[config.mk]
export PLATFORM = sky130hd
export DESIGN_NAME = audio_route_matrix_mixer
export DESIGN_NICKNAME = d
export VERILOG_FILES = /design/src/hw/rtl/armm_pkg.sv /design/src/hw/rtl/audio_route_matrix_mixer.sv /design/src/hw/rtl/armm_route_cell.sv /design/src/hw/rtl/armm_mac.sv
export SDC_FILE = /design/constraint.sdc
export NUM_CORES = 2
export LEC_CHECK = 0
export BUFFER_PORTS_ARGS = -buffer_cell sky130_fd_sc_hd__buf_2
export CORE_MARGIN = 8
export CORE_UTILIZATION = 55
export CTS_BUF_LIST = sky130_fd_sc_hd__clkbuf_8
export CTS_CLUSTER_SIZE = 20
export DETAILED_ROUTE_END_ITERATION = 10
export GPL_TIMING_DRIVEN = 0
export PLACE_DENSITY = 0.8
export SLEW_MARGIN = 20
export SYNTH_ARGS = -nofsm -noshare
export SYNTH_HDL_FRONTEND = slang
export SYNTH_SLANG_ARGS = --single-unit
export TNS_END_PERCENT = 20
[constraint.sdc]
create_clock -name clock -period 11.2 [get_ports clock]
set_clock_uncertainty 0.1 [all_clocks]
set_input_delay 2.24 -clock clock [delete_from_list [all_inputs] [get_ports clock]]
set_output_delay 2.24 -clock clock [all_outputs]
set_load 0.1 [all_outputs]
[src/hw/rtl/armm_pkg.sv]
// Shared types and constants for the audio route matrix mixer.
`default_nettype none

package armm_pkg;

   localparam int MAX_ROUTES_DEF = 16;
   localparam int NUM_CH_DEF     = 4;

   localparam int CH_W      = 4;
   localparam int SMP_W     = 16;
   localparam int PROD_W    = 2 * SMP_W;
   localparam int FRAC_W    = 12;
   localparam int OUT_CH    = 4;
   localparam int HELD_W    = 5;
   localparam int CFG_W     = 3;
   localparam int CSR_IDX_W = 1;
   localparam int CMP_W     = CH_W + 1;

   localparam logic [CFG_W-1:0]         ACT_RESET = 3'd4;
   localparam logic [CSR_IDX_W-1:0]     CSR_ACTIVE_INPUTS  = 1'd0;
   localparam logic [CSR_IDX_W-1:0]     CSR_ACTIVE_OUTPUTS = 1'd1;
   localparam logic signed [SMP_W-1:0]  SMP_MAX = 16'sh7FFF;
   localparam logic signed [SMP_W-1:0]  SMP_MIN = 16'sh8000;

   typedef enum logic [1:0] {
      CMD_ADD    = 2'd0,
      CMD_REMOVE = 2'd1,
      CMD_CLEAR  = 2'd2,
      CMD_MIX    = 2'd3
   } cmd_type;

   typedef struct packed {
      cmd_type                  cmd;
      logic [CH_W-1:0]          src_channel;
      logic [CH_W-1:0]          dst_channel;
      logic signed [SMP_W-1:0]  route_gain;
      logic signed [SMP_W-1:0]  in_sample_0;
      logic signed [SMP_W-1:0]  in_sample_1;
      logic signed [SMP_W-1:0]  in_sample_2;
      logic signed [SMP_W-1:0]  in_sample_3;
   } req_word_type;

   typedef struct packed {
      logic signed [SMP_W-1:0]  out_sample_0;
      logic signed [SMP_W-1:0]  out_sample_1;
      logic signed [SMP_W-1:0]  out_sample_2;
      logic signed [SMP_W-1:0]  out_sample_3;
      logic [HELD_W-1:0]        routes_held;
      logic                     add_dropped;
   } rsp_word_type;

   typedef struct packed {
      logic [CH_W-1:0]          src;
      logic [CH_W-1:0]          dst;
      logic signed [SMP_W-1:0]  gain;
   } route_type;

   typedef struct packed {
      logic load;
      logic shift;
   } cell_ctl_type;

endpackage

`default_nettype wire

[src/hw/rtl/audio_route_matrix_mixer.sv]
// Audio route matrix mixer: route chain, command sequencer and result register.
// Add and clear: the command goes straight to the emit state and the result register. Remove:
// the chain compacts one slot or steps one slot per cycle.
// Mix: the route chain makes a full rotation, one cell per cycle, past
// a single multiply-accumulate unit. One word is worked on at a time.
// Synchronous reset empties the route table and sets both active counts to 4.
`default_nettype none

module audio_route_matrix_mixer #(
   parameter int MAX_ROUTES   = armm_pkg::MAX_ROUTES_DEF,
   parameter int NUM_CHANNELS = armm_pkg::NUM_CH_DEF
) (
   input  wire logic                               clock,
   input  wire logic                               reset,
   input  wire logic                               req_valid,
   output logic                                    req_stall,
   input  wire armm_pkg::req_word_type             req_word,
   output logic                                    rsp_valid,
   input  wire logic                               rsp_stall,
   output armm_pkg::rsp_word_type                  rsp_word,
   input  wire logic                               csr_valid,
   output logic                                    csr_ready,
   input  wire logic [armm_pkg::CSR_IDX_W-1:0]     csr_index,
   input  wire logic [armm_pkg::CFG_W-1:0]         csr_wdata
);

   localparam int IDX_W    = (MAX_ROUTES > 1) ? $clog2(MAX_ROUTES) : 1;
   localparam int CNT_W    = $clog2(MAX_ROUTES + 1);
   localparam int CH_IDX_W = (NUM_CHANNELS > 1) ? $clog2(NUM_CHANNELS) : 1;
   localparam int ACC_W    = armm_pkg::PROD_W + 1 + $clog2(MAX_ROUTES + 1);
   localparam int SW       = armm_pkg::SMP_W;
   localparam int HW       = armm_pkg::HELD_W;
   localparam int CW       = armm_pkg::CMP_W;

   typedef enum logic [2:0] {
      S_IDLE,
      S_REMOVE,
      S_MIX,
      S_DRAIN,
      S_EMIT
   } state_type;

   state_type                  state_ff, state_in;
   logic [CNT_W-1:0]           total_ff, total_in;
   logic [CNT_W-1:0]           p_ff, p_in;
   logic [IDX_W-1:0]           k_ff, k_in;
   logic                       drain_ff, drain_in;
   logic [armm_pkg::CH_W-1:0]  key_src_ff, key_src_in;
   logic [armm_pkg::CH_W-1:0]  key_dst_ff, key_dst_in;
   armm_pkg::rsp_word_type     res_ff, res_in;
   logic                       rsp_valid_ff, rsp_valid_in;
   armm_pkg::rsp_word_type     rsp_word_ff, rsp_word_in;
   logic [armm_pkg::CFG_W-1:0] act_in_ff, act_out_ff;

   logic                       add_load, mix_shift, rem_shift, mac_clear, mac_step;
   logic                       smp_load, step_ok;
   logic signed [SW-1:0]       req_smp [armm_pkg::OUT_CH];
   logic signed [SW-1:0]       smp_ff  [NUM_CHANNELS];
   logic signed [SW-1:0]       mixed   [armm_pkg::OUT_CH];
   logic signed [SW-1:0]       head_smp;

   armm_pkg::route_type        route_q  [MAX_ROUTES];
   armm_pkg::cell_ctl_type     cell_ctl [MAX_ROUTES];
   logic [MAX_ROUTES-1:0]      match_vec;
   armm_pkg::route_type        new_route;

   // ---------------- route chain ----------------
   assign new_route.src  = req_word.src_channel;
   assign new_route.dst  = req_word.dst_channel;
   assign new_route.gain = req_word.route_gain;

   for (genvar i = 0; i < MAX_ROUTES; i++) begin : g_cell
      localparam logic [CNT_W-1:0] CELL_IDX = CNT_W'(i);
      assign cell_ctl[i].load  = add_load && (total_ff == CELL_IDX);
      assign cell_ctl[i].shift = mix_shift || (rem_shift && (CELL_IDX >= p_ff));
      armm_route_cell u_cell (
         .clock      (clock),
         .ctl        (cell_ctl[i]),
         .load_route (new_route),
         .next_route (route_q[(i + 1) % MAX_ROUTES]),
         .key_src    (key_src_ff),
         .key_dst    (key_dst_ff),
         .route      (route_q[i]),
         .match      (match_vec[i])
      );
   end

   // ---------------- samples and MAC ----------------
   assign req_smp[0] = req_word.in_sample_0;
   assign req_smp[1] = req_word.in_sample_1;
   assign req_smp[2] = req_word.in_sample_2;
   assign req_smp[3] = req_word.in_sample_3;

   for (genvar j = 0; j < NUM_CHANNELS; j++) begin : g_smp
      always_ff @(posedge clock) begin
         if (smp_load) begin
            smp_ff[j] <= (j < armm_pkg::OUT_CH) ? req_smp[j % armm_pkg::OUT_CH] : '0;
         end
      end
   end

   // route counts only if both ends are below the active and built channel counts
   assign step_ok = (CW'(route_q[0].src) < CW'(act_in_ff))
                 && (CW'(route_q[0].src) < CW'(NUM_CHANNELS))
                 && (CW'(route_q[0].dst) < CW'(act_out_ff))
                 && (CW'(route_q[0].dst) < CW'(NUM_CHANNELS));
   assign head_smp = step_ok ? smp_ff[route_q[0].src[CH_IDX_W-1:0]] : '0;

   armm_mac #(
      .NUM_CHANNELS (NUM_CHANNELS),
      .ACC_W        (ACC_W)
   ) u_mac (
      .clock  (clock),
      .reset  (reset),
      .clear  (mac_clear),
      .step   (mac_step),
      .gain   (route_q[0].gain),
      .sample (head_smp),
      .dst    (route_q[0].dst),
      .mixed  (mixed)
   );

   // ---------------- configuration ----------------
   assign csr_ready = 1'b1;

   always_ff @(posedge clock) begin
      if (reset) begin
         act_in_ff  <= armm_pkg::ACT_RESET;
         act_out_ff <= armm_pkg::ACT_RESET;
      end else if (csr_valid && csr_ready) begin
         unique case (csr_index)
            armm_pkg::CSR_ACTIVE_INPUTS:  act_in_ff  <= csr_wdata;
            armm_pkg::CSR_ACTIVE_OUTPUTS: act_out_ff <= csr_wdata;
         endcase
      end
   end

   // ---------------- sequencer ----------------
   assign req_stall = (state_ff != S_IDLE);
   assign smp_load  = (state_ff == S_IDLE) && req_valid && (req_word.cmd == armm_pkg::CMD_MIX);

   always_comb begin
      state_in     = state_ff;
      total_in     = total_ff;
      p_in         = p_ff;
      k_in         = k_ff;
      drain_in     = drain_ff;
      key_src_in   = key_src_ff;
      key_dst_in   = key_dst_ff;
      res_in       = res_ff;
      rsp_valid_in = rsp_valid_ff && rsp_stall;
      rsp_word_in  = rsp_word_ff;
      add_load     = 1'b0;
      mix_shift    = 1'b0;
      rem_shift    = 1'b0;
      mac_clear    = 1'b0;
      mac_step     = 1'b0;
      unique case (state_ff)
         S_IDLE: begin
            if (req_valid) begin
               res_in     = '0;
               key_src_in = req_word.src_channel;
               key_dst_in = req_word.dst_channel;
               unique case (req_word.cmd)
                  armm_pkg::CMD_ADD: begin
                     if (total_ff < CNT_W'(MAX_ROUTES)) begin
                        add_load = 1'b1;
                        total_in = total_ff + 1'b1;
                     end else begin
                        res_in.add_dropped = 1'b1;
                     end
                     res_in.routes_held = HW'(total_in);
                     state_in = S_EMIT;
                  end
                  armm_pkg::CMD_REMOVE: begin
                     p_in     = '0;
                     state_in = S_REMOVE;
                  end
                  armm_pkg::CMD_CLEAR: begin
                     total_in = '0;
                     state_in = S_EMIT;
                  end
                  armm_pkg::CMD_MIX: begin
                     mac_clear = 1'b1;
                     k_in      = '0;
                     state_in  = S_MIX;
                  end
               endcase
            end
         end
         S_REMOVE: begin
            if (p_ff == total_ff) begin
               res_in.routes_held = HW'(total_ff);
               state_in = S_EMIT;
            end else if (match_vec[p_ff[IDX_W-1:0]]) begin
               // drop slot p: everything from p upward moves down one
               rem_shift = 1'b1;
               total_in  = total_ff - 1'b1;
            end else begin
               p_in = p_ff + 1'b1;
            end
         end
         S_MIX: begin
            // full rotation: the chain ends where it started
            mix_shift = 1'b1;
            mac_step  = (CNT_W'(k_ff) < total_ff) && step_ok;
            k_in      = k_ff + 1'b1;
            if (k_ff == IDX_W'(MAX_ROUTES - 1)) begin
               drain_in = 1'b0;
               state_in = S_DRAIN;
            end
         end
         S_DRAIN: begin
            drain_in = 1'b1;
            if (drain_ff) begin
               res_in.out_sample_0 = mixed[0];
               res_in.out_sample_1 = mixed[1];
               res_in.out_sample_2 = mixed[2];
               res_in.out_sample_3 = mixed[3];
               res_in.routes_held  = HW'(total_ff);
               state_in = S_EMIT;
            end
         end
         S_EMIT: begin
            if (!rsp_valid_ff || !rsp_stall) begin
               rsp_valid_in = 1'b1;
               rsp_word_in  = res_ff;
               state_in     = S_IDLE;
            end
         end
         default: begin
            state_in = S_IDLE;
         end
      endcase
   end

   always_ff @(posedge clock) begin
      if (reset) begin
         state_ff     <= S_IDLE;
         total_ff     <= '0;
         rsp_valid_ff <= 1'b0;
         drain_ff     <= 1'b0;
      end else begin
         state_ff     <= state_in;
         total_ff     <= total_in;
         rsp_valid_ff <= rsp_valid_in;
         drain_ff     <= drain_in;
      end
      p_ff        <= p_in;
      k_ff        <= k_in;
      key_src_ff  <= key_src_in;
      key_dst_ff  <= key_dst_in;
      res_ff      <= res_in;
      rsp_word_ff <= rsp_word_in;
   end

   assign rsp_valid = rsp_valid_ff;
   assign rsp_word  = rsp_word_ff;

   // ---------------- checks ----------------
   a_total_bound: assert property (@(posedge clock) disable iff (reset)
      total_ff <= CNT_W'(MAX_ROUTES))
      else $error("route count above table size");

   a_remove_no_grow: assert property (@(posedge clock) disable iff (reset)
      state_ff == S_REMOVE |=> total_ff <= $past(total_ff))
      else $error("route count grew during remove");

   a_mix_stable: assert property (@(posedge clock) disable iff (reset)
      state_ff == S_MIX |=> $stable(total_ff))
      else $error("route count changed during mix");

   a_rsp_from_emit: assert property (@(posedge clock) disable iff (reset)
      $rose(rsp_valid_ff) |-> $past(state_ff == S_EMIT))
      else $error("result word raised outside emit");

endmodule

`default_nettype wire

[src/hw/rtl/armm_route_cell.sv]
// One slot of the route chain: holds a route, loads or takes its neighbour's.
`default_nettype none

module armm_route_cell (
   input  wire logic                      clock,
   input  wire armm_pkg::cell_ctl_type    ctl,
   input  wire armm_pkg::route_type       load_route,
   input  wire armm_pkg::route_type       next_route,
   input  wire logic [armm_pkg::CH_W-1:0] key_src,
   input  wire logic [armm_pkg::CH_W-1:0] key_dst,
   output armm_pkg::route_type            route,
   output logic                           match
);

   armm_pkg::route_type route_ff;

   always_ff @(posedge clock) begin
      if (ctl.load) begin
         route_ff <= load_route;
      end else if (ctl.shift) begin
         route_ff <= next_route;
      end
   end

   assign route = route_ff;
   assign match = (route_ff.src == key_src) && (route_ff.dst == key_dst);

endmodule

`default_nettype wire

[src/hw/rtl/armm_mac.sv]
// Gain multiply, per-channel accumulate and Q1.15 saturation.
`default_nettype none

module armm_mac #(
   parameter int NUM_CHANNELS = armm_pkg::NUM_CH_DEF,
   parameter int ACC_W        = 37
) (
   input  wire logic                              clock,
   input  wire logic                              reset,
   input  wire logic                              clear,
   input  wire logic                              step,
   input  wire logic signed [armm_pkg::SMP_W-1:0] gain,
   input  wire logic signed [armm_pkg::SMP_W-1:0] sample,
   input  wire logic [armm_pkg::CH_W-1:0]         dst,
   output logic signed [armm_pkg::SMP_W-1:0]      mixed [armm_pkg::OUT_CH]
);

   localparam int PW = armm_pkg::PROD_W;
   localparam logic signed [ACC_W-1:0] SAT_HI = ACC_W'(armm_pkg::SMP_MAX);
   localparam logic signed [ACC_W-1:0] SAT_LO = ACC_W'(armm_pkg::SMP_MIN);

   logic                           v_ff;
   logic signed [PW-1:0]           prod_ff;
   logic [armm_pkg::CH_W-1:0]      dst_ff;
   logic signed [ACC_W-1:0]        acc_ff [NUM_CHANNELS];
   logic signed [PW-1:0]           prod_in;

   assign prod_in = gain * sample;

   always_ff @(posedge clock) begin
      if (reset || clear) begin
         v_ff <= 1'b0;
      end else begin
         v_ff <= step;
      end
      prod_ff <= prod_in;
      dst_ff  <= dst;
   end

   for (genvar j = 0; j < NUM_CHANNELS; j++) begin : g_acc
      localparam logic [armm_pkg::CH_W-1:0] CH = armm_pkg::CH_W'(j);
      always_ff @(posedge clock) begin
         if (clear) begin
            acc_ff[j] <= '0;
         end else if (v_ff && dst_ff == CH) begin
            acc_ff[j] <= acc_ff[j] + {{(ACC_W-PW){prod_ff[PW-1]}}, prod_ff};
         end
      end
   end

   for (genvar j = 0; j < armm_pkg::OUT_CH; j++) begin : g_sat
      if (j < NUM_CHANNELS) begin : g_live
         logic signed [ACC_W-1:0] sh;
         assign sh = acc_ff[j] >>> armm_pkg::FRAC_W;
         always_comb begin
            if (sh > SAT_HI) begin
               mixed[j] = armm_pkg::SMP_MAX;
            end else if (sh < SAT_LO) begin
               mixed[j] = armm_pkg::SMP_MIN;
            end else begin
               mixed[j] = sh[armm_pkg::SMP_W-1:0];
            end
         end
      end else begin : g_none
         assign mixed[j] = '0;
      end
   end

endmodule

`default_nettype wire

==> results.json <==
{
  "finish.utilization": 0.613,
  "drc": 0,
  "num_vias": 33594,
  "timing.setup.tns_ns": 0,
  "htreeDepth": 4,
  "holdPathStages": 0,
  "rrSetupSlack_ns": 1.69,
  "setup_violations": 0,
  "grt_pass1_vias": 34307,
  "async_reset_ff_frac": 0,
  "ir_worst_vdd_v": 0.000144,
  "critPathMaxFanout": 10,
  "synth_seq_area_share": 0.472,
  "first_iter_violations": 2756,
  "cts-root-buf": "clkbuf_8",
  "endpoint_kind": "register",
  "avgSynthCellArea_um2": 12.0,
  "fillers": 6941,
  "grt_max_degree": 64,
  "drv_slew": 0,
  "startpoint_type": "register",
  "yosysWarnings": 0,
  "critical-path-slowest-cell": "nor2b_1",
  "power_density_nw_per_um2": 151,
  "max_stage_delay_ns": 0.74,
  "cap_violations": 0,
  "worstMarginPinSlew_ns": 0.890,
  "total_power_uw": 8420,
  "period_minus_slack_ns": 9.51,
  "yosysTopAreaCell": "edfxtp_1",
  "grt_pass1_wl_um": 186000,
  "preCtsSetupSlack_ns": 1.74,
  "antenna_left": 0,
  "crit_arrival_ns": 10.17,
  "syn_inst": 4193,
  "slew_headroom": 0.405,
  "synth_commonest_cells": "edfxtp_1 (757), mux2_2 (387), inv_1 (364)",
  "cts_setup_buffers": 0,
  "final_hold_viol_count": 0,
  "outcome": "complete, no violations",
  "intPower_uw": 5690,
  "synth_most_common_cell": "edfxtp_1",
  "yosys-top-cells-area": "edfxtp_1 (45%), fa_1 (11%), mux2_2 (8.6%)",
  "synth_edf_count": 757,
  "start_util": 0.553,
  "antenna_found_initial": 4,
  "die-area_um2": 102000,
  "switching_power_uw": 2730,
  "worstSkewPairLatency_ns": 0.84,
  "hpwl_um": 88700,
  "ys_types": 83,
  "cts.clk_slew.worst_paths_ns": 0.08,
  "first_pass_iters": 9,
  "numClockSinks": 812,
  "period_share": 0.849,
  "reg2reg_to": "u_mac.prod_ff[30]",
  "whs_endpoint": "rsp_word[24]",
  "wirelength_um": 118000,
  "reg2reg_depth": 29,
  "core_um2": 91200,
  "cts_hold_buf": 0,
  "nets": 5142,
  "layout-area-overhead-vs-synth_pct": 10.9,
  "sw_frac_of_total": 0.325,
  "cts_tree": "done",
  "power_frac_seq": 0.459,
  "grt-ovfl-total": 0,
  "register_area_um2": 23800,
  "clkPwrFrac": 0.309,
  "fmax_mhz": 105,
  "viasPerCell": 5.76,
  "grt.total_usage": 0.229,
  "path_common_cell": "fa_1",
  "setup_ws_ns": 1.69,
  "hold_path_class": "register to register",
  "die_w_um": 319,
  "p_leak_uw": 0.0227,
  "syn_area_um2": 50500,
  "multi_input_area_um2": 24600,
  "synthFlopType": "edfxtp_1",
  "cts_max_path_buffers": 3,
  "power_frac_comb": 0.232,
  "chipHeight_um": 319,
  "wire_per_inst_um": 20.3,
  "synth_top_cell_area_share": 0.451,
  "drive_above_1_share": 0.184,
  "required_ns": 11.85,
  "portBuffers": 170,
  "crit_type": "register to register",
  "numCtsBuffers": 138,
  "syn_nets": 4804,
  "r2r-start": "g_cell[0].u_cell.route[17]",
  "ys_ff_latch": 812,
  "design.portCount": 172,
  "min_from": "res_ff[24]",
  "rows": 111,
  "gp_congestion": 0.932,
  "rsz0062_at_grt": "no",
  "cts_resized": 0
}
[cells by family after synthesis]
| kind of cell | count (synthesis) | share of synthesized area |
|---|---|---|
| XOR/XNOR | 289 | 0.0502 |
| AND/OR/NAND/NOR | 1075 | 0.101 |
| flip-flops | 812 | 0.472 |
| multiplexers | 410 | 0.0954 |
| adder cells (fa/ha/maj) | 512 | 0.167 |
| other | 1 | 0.0000743 |
| buffers and inverters | 540 | 0.0422 |
| AO/OA/AOI/OAI | 554 | 0.0718 |
[power groups by stage]
stage | Combinational (uW) | Sequential [uW] | Clock (uW)
after floorplan | 1240 | 4060 | 0
after global placement | 1840 | 3940 | 0
after detailed placement | 1930 | 3920 | 0
after CTS | 1950 | 3860 | 2650
after global routing | 2130 | 3880 | 2780
final | 1960 | 3860 | 2600
[worst max-delay path by stage]
stage	from	end	slack [ns]	cells past startpoint
after floorplan	register	u_mac.prod_ff[30]	3.31	27
after global placement	g_cell[0].u_cell.route[17]	u_mac.prod_ff[30]	1.80	29
after detailed placement	g_cell[0].u_cell.route[17]	u_mac.prod_ff[30]	1.74	29
after CTS	g_cell[0].u_cell.route[17]	u_mac.prod_ff[30]	1.72	29
after global routing	g_cell[0].u_cell.route[17]	u_mac.prod_ff[30]	1.31	30
final	g_cell[0].u_cell.route[17]	u_mac.prod_ff[30]	1.69	29
[per-layer routing]
layer  vias to the layer above  track usage  wire length (um)
met5                         -            0                 8
met4                         2       0.0901              4490
met3                       295       0.0519              8720
met2                      1288        0.386             57300
li1                      15541            -                 -
met1                     16468        0.287             47900
[cell usage in the layout, fill, tap and decap left out, types with 19 or more instances in the layout]
cell,netlist,routed
a21o_1,63,62
a211oi_1,30,30
nor2b_1,37,37
clkinv_1,1,29
nand2_1,241,238
nor4_1,30,30
and2_1,145,145
clkbuf_1,138,137
o21a_1,32,32
a31oi_1,25,25
xor2_1,118,118
buf_2,16,186
nor2_1,356,356
inv_1,364,412
fa_1,266,266
o211ai_1,19,19
a21oi_1,151,150
nand4_1,46,46
dfxtp_1,55,54
clkbuf_8,0,144
buf_4,4,21
and3_1,20,20
nand3_1,70,60
nand2b_1,30,30
xnor2_1,171,171
nor3_1,52,52
ha_1,246,246
o21bai_1,22,22
o21ai_0,104,103
mux2_2,387,387
edfxtp_1,757,757
[worst max-delay path: cells and delay by family (launching register included)]
family	cells	cell delay (ns)
adders and majority gates	8	3.77
AOI/OAI and AO/OA	10	2.18
and+or+nand+nor	4	1.41
buffers and inverters	6	1.29
DFF	1	0.54
xor gates and xnor gates	1	0.13
[through the flow]
step	instance area (um2)	std cells	hold slack [ns]
floorplan	50500	4193	0.300
global placement	52800	5549	0.300
detailed placement	53300	5577	0.305
CTS	55900	5831	0.316
global route	55900	5833	0.311
finish	55900	5833	0.310
[sequential cells by signal, indices dropped and copies added (netlist names), 3 cells and up, named ones only]
register	cells
act_in_ff	3
act_out_ff	3
g_cell.u_cell.route	384
k_ff	4
key_dst_ff	4
key_src_ff	4
p_ff	5
res_ff	70
rsp_word	70
smp_ff	64
state_ff	3
total_ff	5
u_mac.acc_ff	152
u_mac.dst_ff	4
u_mac.prod_ff	32
[layout make-up]
type / count / area share
antenna: 2 / 0.0000895
buffer: 175 / 0.0136
clock buffer: 144 / 0.0354
clock inverter: 110 / 0.0121
inverter: 365 / 0.0245
multi-input combinational: 2841 / 0.439
sequential: 812 / 0.426
tap: 1186 / 0.0265
timing repair buffer: 198 / 0.0223
Power figures use the tool's default switching activity.
